### config.mk
export PLATFORM = sky130hd
export DESIGN_NAME = ldsl_ctrl
export DESIGN_NICKNAME = d
export VERILOG_FILES = /design/src/hdl/layered_depth_sort_list_defines.svh /design/src/hdl/ldsl_pkg.sv /design/src/hdl/ldsl_ctrl.sv
export SDC_FILE = /design/constraint.sdc
export NUM_CORES = 1
export LEC_CHECK = 0
export ABC_CLOCK_PERIOD_IN_PS = 1200
export BUFFER_PORTS_ARGS = -buffer_cell sky130_fd_sc_hd__buf_2
export CORE_AREA = 2 2 39 41
export DETAILED_ROUTE_END_ITERATION = 8
export DIE_AREA = 0 0 41 43
export PLACE_DENSITY = 0.45
export RECOVER_POWER = 25
export SYNTH_ARGS = -nofsm -noshare
export SYNTH_HDL_FRONTEND = slang
export SYNTH_SLANG_ARGS = --single-unit
### constraint.sdc
create_clock -name clk -period 1.2 [get_ports clk]
set_clock_uncertainty 0.1 [all_clocks]
set_input_delay 0.06 -clock clk [delete_from_list [all_inputs] [get_ports clk]]
set_output_delay 0.06 -clock clk [all_outputs]
set_load 0.02 [all_outputs]
### src/hdl/layered_depth_sort_list_defines.svh
// Assertion macros shared by the layered depth-sort list RTL.
// Needs a clk and an active-low rst_n in the scope where the macros are used.
`ifndef LAYERED_DEPTH_SORT_LIST_DEFINES_SVH
`define LAYERED_DEPTH_SORT_LIST_DEFINES_SVH

// Same-cycle implication, off while reset is held.
`define LDSL_ASSERT_NOW(lbl, ante, cons, msg) \
  lbl: assert property (@(posedge clk) disable iff (!rst_n) (ante) |-> (cons)) else $error(msg);

// Next-cycle implication, off while reset is held.
`define LDSL_ASSERT_NEXT(lbl, ante, cons, msg) \
  lbl: assert property (@(posedge clk) disable iff (!rst_n) (ante) |=> (cons)) else $error(msg);

`endif

### src/hdl/ldsl_pkg.sv
`timescale 1ns / 1ps
// Types and codes for the layered depth-sort list.
// No dependencies.
package ldsl_pkg;

  typedef enum logic [1:0] {
    MODE_INSERT = 2'd0,
    MODE_DRAIN  = 2'd1,
    MODE_CLEAR  = 2'd2
  } mode_t;

  typedef enum logic [2:0] {
    ST_INSERTED = 3'd0,
    ST_FULL     = 3'd1,
    ST_ENTRY    = 3'd2,
    ST_EMPTY    = 3'd3,
    ST_CLEARED  = 3'd4
  } status_t;

  typedef enum logic [1:0] {
    S_IDLE,
    S_EXEC,
    S_DRAIN
  } ctrl_state_t;

  // One list record; top is pos_y minus half the height, 13-bit signed.
  typedef struct packed {
    logic [3:0]         layer;
    logic signed [12:0] top;
    logic [7:0]         sprite;
    logic [5:0]         col;
    logic [5:0]         row;
    logic [11:0]        x;
    logic [11:0]        y;
    logic [9:0]         width;
    logic [9:0]         height;
  } entry_t;

  // Controller to datapath.
  typedef struct packed {
    logic    latch;
    logic    insert;
    logic    clear;
    logic    drain_start;
    logic    rotate;
    logic    emit_status;
    logic    emit_entry;
    status_t code;
  } ldsl_cmd_t;

  // Datapath to controller.
  typedef struct packed {
    logic [1:0] mode;
    logic       full;
    logic       empty;
    logic       drain_emit;
    logic       drain_end;
  } ldsl_sts_t;

endpackage

### src/hdl/ldsl_ctrl.sv
`timescale 1ns / 1ps
// Sequencer for the layered depth-sort list: handshakes and datapath commands.
// Depends on ldsl_pkg.
module ldsl_ctrl
  import ldsl_pkg::*;
(
  input  logic      clk,
  input  logic      rst_n,
  input  logic      in_valid,
  output logic      in_stall,
  output logic      out_valid,
  input  logic      out_stall,
  input  ldsl_sts_t sts,
  output ldsl_cmd_t cmd
);

  ctrl_state_t state_r, state_nxt;
  logic        out_valid_r, out_valid_nxt;
  logic        out_free;

  assign out_free  = !out_valid_r || !out_stall;
  assign in_stall  = (state_r != S_IDLE);
  assign out_valid = out_valid_r;

  always_ff @(posedge clk) begin
    if (!rst_n) begin
      state_r     <= S_IDLE;
      out_valid_r <= 1'b0;
    end else begin
      state_r     <= state_nxt;
      out_valid_r <= out_valid_nxt;
    end
  end

  always_comb begin
    state_nxt = state_r;
    cmd       = '0;
    cmd.code  = ST_INSERTED;
    case (state_r)
      S_IDLE: begin
        if (in_valid) begin
          cmd.latch = 1'b1;
          state_nxt = S_EXEC;
        end
      end
      S_EXEC: begin
        case (sts.mode)
          MODE_INSERT: begin
            if (out_free) begin
              cmd.emit_status = 1'b1;
              if (sts.full) begin
                cmd.code = ST_FULL;
              end else begin
                cmd.insert = 1'b1;
                cmd.code   = ST_INSERTED;
              end
              state_nxt = S_IDLE;
            end
          end
          MODE_CLEAR: begin
            if (out_free) begin
              cmd.clear       = 1'b1;
              cmd.emit_status = 1'b1;
              cmd.code        = ST_CLEARED;
              state_nxt       = S_IDLE;
            end
          end
          MODE_DRAIN: begin
            if (!sts.empty) begin
              cmd.drain_start = 1'b1;
              state_nxt       = S_DRAIN;
            end else if (out_free) begin
              cmd.emit_status = 1'b1;
              cmd.code        = ST_EMPTY;
              state_nxt       = S_IDLE;
            end
          end
          default: begin
            state_nxt = S_IDLE;  // unused mode: no result
          end
        endcase
      end
      S_DRAIN: begin
        // slots past the count rotate without a result
        if (!sts.drain_emit || out_free) begin
          cmd.rotate     = 1'b1;
          cmd.emit_entry = sts.drain_emit;
          if (sts.drain_end) begin
            state_nxt = S_IDLE;
          end
        end
      end
      default: begin
        state_nxt = S_IDLE;
      end
    endcase
  end

  always_comb begin
    if (cmd.emit_status || cmd.emit_entry) begin
      out_valid_nxt = 1'b1;
    end else if (out_stall) begin
      out_valid_nxt = out_valid_r;
    end else begin
      out_valid_nxt = 1'b0;
    end
  end

endmodule

### Word-level counts from Yosys, hierarchy flattened

Index checks and enable logic that the tools add are counted.

| operators by class | value |
|---|---|
| add/sub/neg operators | 0 |
| multiply operators | 0 |
| divide/modulo/power cells | 0 |
| order comparisons | 0 |
| equal/unequal tests | 8 |
| shift-type cells | 0 |
| muxes and demuxes | 33 |
| bitwise logic cells | 0 |
| reduce and logical (&&, ||, !) cells | 11 |

Operators with widths:

| kind | count |
|---|---|
| two-way mux 1 bit | 18 |
| two-way mux 2 bit | 7 |
| two-way mux 3 bit | 4 |
| case mux 3 bit (3 select lines) | 1 |
| inequality test 2 bit, second input constant | 3 |
| case mux 2 bit (3 select lines) | 1 |
| equality test 2 x 1 -> 1 bit, second input constant | 2 |
| equality test 2 bit, second input constant | 2 |
| logical NOT 2 bit | 2 |
| case mux 2 bit (2 select lines) | 1 |
| logical NOT 1 bit | 3 |
| logical OR 1 bit | 3 |
| AND reduction 3 bit | 1 |
| inequality test 2 x 1 -> 1 bit, second input constant | 1 |
| case mux 1 bit (2 select lines) | 1 |
| nonzero test 2 bit | 1 |
| OR reduction 2 bit | 1 |

| storage, ports and cells | value |
|---|---|
| register bits after elaboration | 3 |
| latch bits | 0 |
| RAM bits | 0 |
| ROM bits | 0 |
| output and inout bits | 12 |
| memories kept | 0 |

### Logic depth before layout (Yosys ltp)

| depth | value |
|---|---|
| depth in word-level cells | 8 |
| depth in mapped cells | 3 |
| mapped depth without buffers | 3 |

### Worst setup path before layout

Ideal clock, no wire load.

| timing | value |
|---|---|
| path kind | register to output |
| start | register out_valid_r (netlist: out_valid) |
| end | output port cmd[8] (netlist name) |
| arrival | 1.237 ns |
| slack | -0.197 ns |
| stages on the path, launching flop included | 4 |
| cells stage by stage | dfxtp_1 > nand2_1 > nand2b_4 > nor4_1 |

RTL lines:

| element | RTL line | source |
|---|---|---|
| from (decl) | ldsl_ctrl.sv:18 | `logic out_valid_r, out_valid_nxt;` |
| from (signal assigned) | ldsl_ctrl.sv:31 | `out_valid_r <= out_valid_nxt;` |
| to (decl) | ldsl_ctrl.sv:14 | `output ldsl_cmd_t cmd` |

==> impl_metrics.yaml <==
detailed_routing:
  post_drt_wl_per_cell_um: 10.61
  detailroute.via_count: 339
  drt_pass1_iterations: 4
  drt-total-wl_um: 817
  drtIter0Drc: 5
  viasPerCell: 4.403
  final_antenna_net_count: 0
  drc: 0
synthesis:
  postSynthRegisterBits: 3
  synthXorXnorAreaFrac_pct: 0
  yosysTopAreaCell: "dfxtp_1"
  netlist_instances: 33
  syn-mean-instance-area_um2: 8.303
  combinational_family_with_the_most_area_after_synthesis: "simple AND/OR/NAND/NOR gates"
  adder_cell_fraction_of_synth_area_pct: 0
  net_count_after_synthesis: 43
  synthSimpleGateAreaFrac_pct: 48.86
  synth_compound_gate_area_share_pct: 24.66
  synth-warning-count: 0
  synth_mux_area_share_pct: 0
  yosys.area.top_type_share_pct: 21.92
  synth_cell_types: 20
  post_synthesis_sequential_area_ratio_pct: 21.92
  yosys-top-cells-area: "dfxtp_1, nand2b_4, nor3b_1"
  synth.cell_area_um2: 274.0
clocking:
  cts_tree: "built"
  ctsLongestPathBuffers: 2
  numCtsBuffers: 3
  clock_latency_on_the_worst_skew_pair_ps: 240
  number_of_h_tree_levels: 1
  path_clk_slew_ps: 40
  cts-root-buf: "clkbuf_4"
  cts.sinks: 3
final_layout:
  drive_gt1_share_pct: 63.93
  area_growth_pct: 90.41
  nets: 72
  antenna_cells: 0
  layout.core_utilization_pct: 37.70
  final_area_um2: 521.8
timing:
  finalHoldViolCount: 0
  final.period_utilization_pct: 115.3
  finalSetupViolations: 11
  report.final.slew_viol_count: 0
  postLayoutSetupSlackWorst_ps: -183.5
  max_freq_mhz: 722.8
  worst_slew_margin_rel_pct: 83.53
  finalHoldWorstSlack_ps: 81.27
  layout_min_cycle_time_ps: 1383
  unrepaired_setup_endpoints_after_global_routing: "yes"
  timing_worst_slew_pin_value_ps: 248.2
critical_path:
  critical_path_class: "reg2out"
  critical_path.endpoint_type: "output pin"
  critical-path-max-stage-delay_ps: 320
  critPathMostFrequentCell: "nand2b_4"
  worstPathRequired_ps: 1040
  signal_arrival_time_at_the_worst_endpoint_ps: 1220
  crit_slowest_cell: "dfxtp_2"
  path_buf_inv: 1
  crit_path_max_fo: 6
  crit_path_start_kind: "flop"
  worst_path_dominant_cell_family: "simple AND/OR/NAND/NOR gates"
  critical_path.cell_chain: "nand2b_4, nand2b_4, nor3b_2, buf_4"
die:
  starting_density_pct: 19.80
  fp.dieArea_um2: 1763
  die_y_um: 43
  core_area_um2: 1384
  floorplan.io_pins: 22
  floorplan.rows: 14
  die-width_um: 41
place:
  place.gp.congestion: 0.6462
  placed_standard_cell_area_um2: 419.2
  port-buffer-count: 21
  hpwl_um: 595.1
  pre_cts_slack_ps: 31.02
run_status:
  violated_checks: "negative setup slack"
  status: "finished, violations left"
run:
  max_cap_violations: 0
grt:
  first_global_vias: 300
  grt_first_pass_wirelength_um: 1200
  grt_remaining_overflow: 0
  global_route.usage.total_pct: 10.14
  antenna_found_initial: 0
  maximum_number_of_pins_on_one_net_before_global_route_repair: 10
pwr:
  power.density_cell_area_nw_per_um2: 793.0
  totalPowerFinal_mw: 0.4138
  static-leakage-power_nw: 0.2491
  ir_drop_v: 0.0002102
hold_path:
  worst_hold_path_type: "in2reg"
## area by class of cell
type                    count  area, um2
inverters                   2      7.507
fillers                   150      862.1
repair buffers             25      158.9
flip-flops and latches      3      62.56
multi-input cells          27      246.5
clock buffers               4      26.28
well taps                  16      20.02
## layer usage
metal | global-route usage, % | routed length (um)
met1 | 10.61 | 339
met5 | 0 | 0
met3 | 1.571 | 28
met4 | 8.000 | 0
met2 | 16.56 | 449
## state kept, by name (all words and copies together) (netlist names)
signal     cells
out_valid      1
state_r        2
## synth_stat cells
cell type / instances
o21a_1: 2
nand3_1: 1
o21ai_0: 1
or2_1: 1
a21oi_1: 3
nor2_2: 1
dfxtp_1: 3
nand2_1: 2
nor4_1: 1
a21o_1: 1
nor3b_1: 3
nor2b_1: 1
buf_2: 1
nand2b_1: 2
nor4b_2: 1
nor3_1: 1
o211a_1: 1
nand2b_4: 3
inv_1: 2
a211oi_1: 2
## cell families (layout without fill, tap and decap cells)
logic type      after synthesis  in the layout
simple gates                 17             17
compound gates               10             10
flops                         3              3
buf+inv                       3             31
## cell usage in the layout (no fill, tap or decap), drive strengths merged
| master | count |
|---|---|
| buf | 23 |
| clkbuf | 5 |
| inv | 2 |
| dfxtp | 3 |
| o21a | 2 |
| nor4 | 1 |
| a211oi | 2 |
| nand3 | 1 |
| nor3 | 1 |
| o21ai | 1 |
| a21oi | 3 |
| nand2b | 5 |
| a21o | 1 |
| o211a | 1 |
| nor2 | 1 |
| dlygate4sd3 | 1 |
| or2 | 1 |
| nor3b | 3 |
| nor4b | 1 |
| nand2 | 2 |
| nor2b | 1 |
## timing repair
item / 4_1_cts / 5_1_grt
endpoints found under the setup margin: 10 / 12
hold buffers: 1 / 0
setup buffers: 2 / 2
hold endpoints to repair: 3 / 0
gates resized for setup: 14 / 1
pin swaps: 2 / 2
## worst reg2reg max path, cell delays in order (launching register included)
cell,delay [ps]
dfxtp_2,320
nand2b_4,150
buf_4,130
buf_4,120
a211oi_1,220
o211a_1,170
## power breakdown
part           switching [mW]  internal, mW  total [mW]  leakage, nW
logic                  0.0652        0.0565       0.122        0.209
clock network          0.0582         0.125       0.183       0.0150
registers             0.00382         0.105       0.109       0.0253
## worst paths after layout
| kind | from | to | slack, ps | cells after the start |
|---|---|---|---|---|
| worst max-delay path | state_r[1] | cmd[2] | -180 | 4 |
| worst min-delay path | sts[0] | state_r[0] | 80 | 3 |
| worst max register to register | state_r[1] | state_r[0] | -50 | 5 |
| worst min register to register | out_valid | state_r[0] | 610 | 3 |
## stage by stage
stage	setup TNS, ps	cells
floorplan	-360.2	33
global placement	0	69
CTS	-1238	76
global route	-1887	77
detailed placement	0	69
finish	-1223	77
Power figures use the tool's default switching activity.
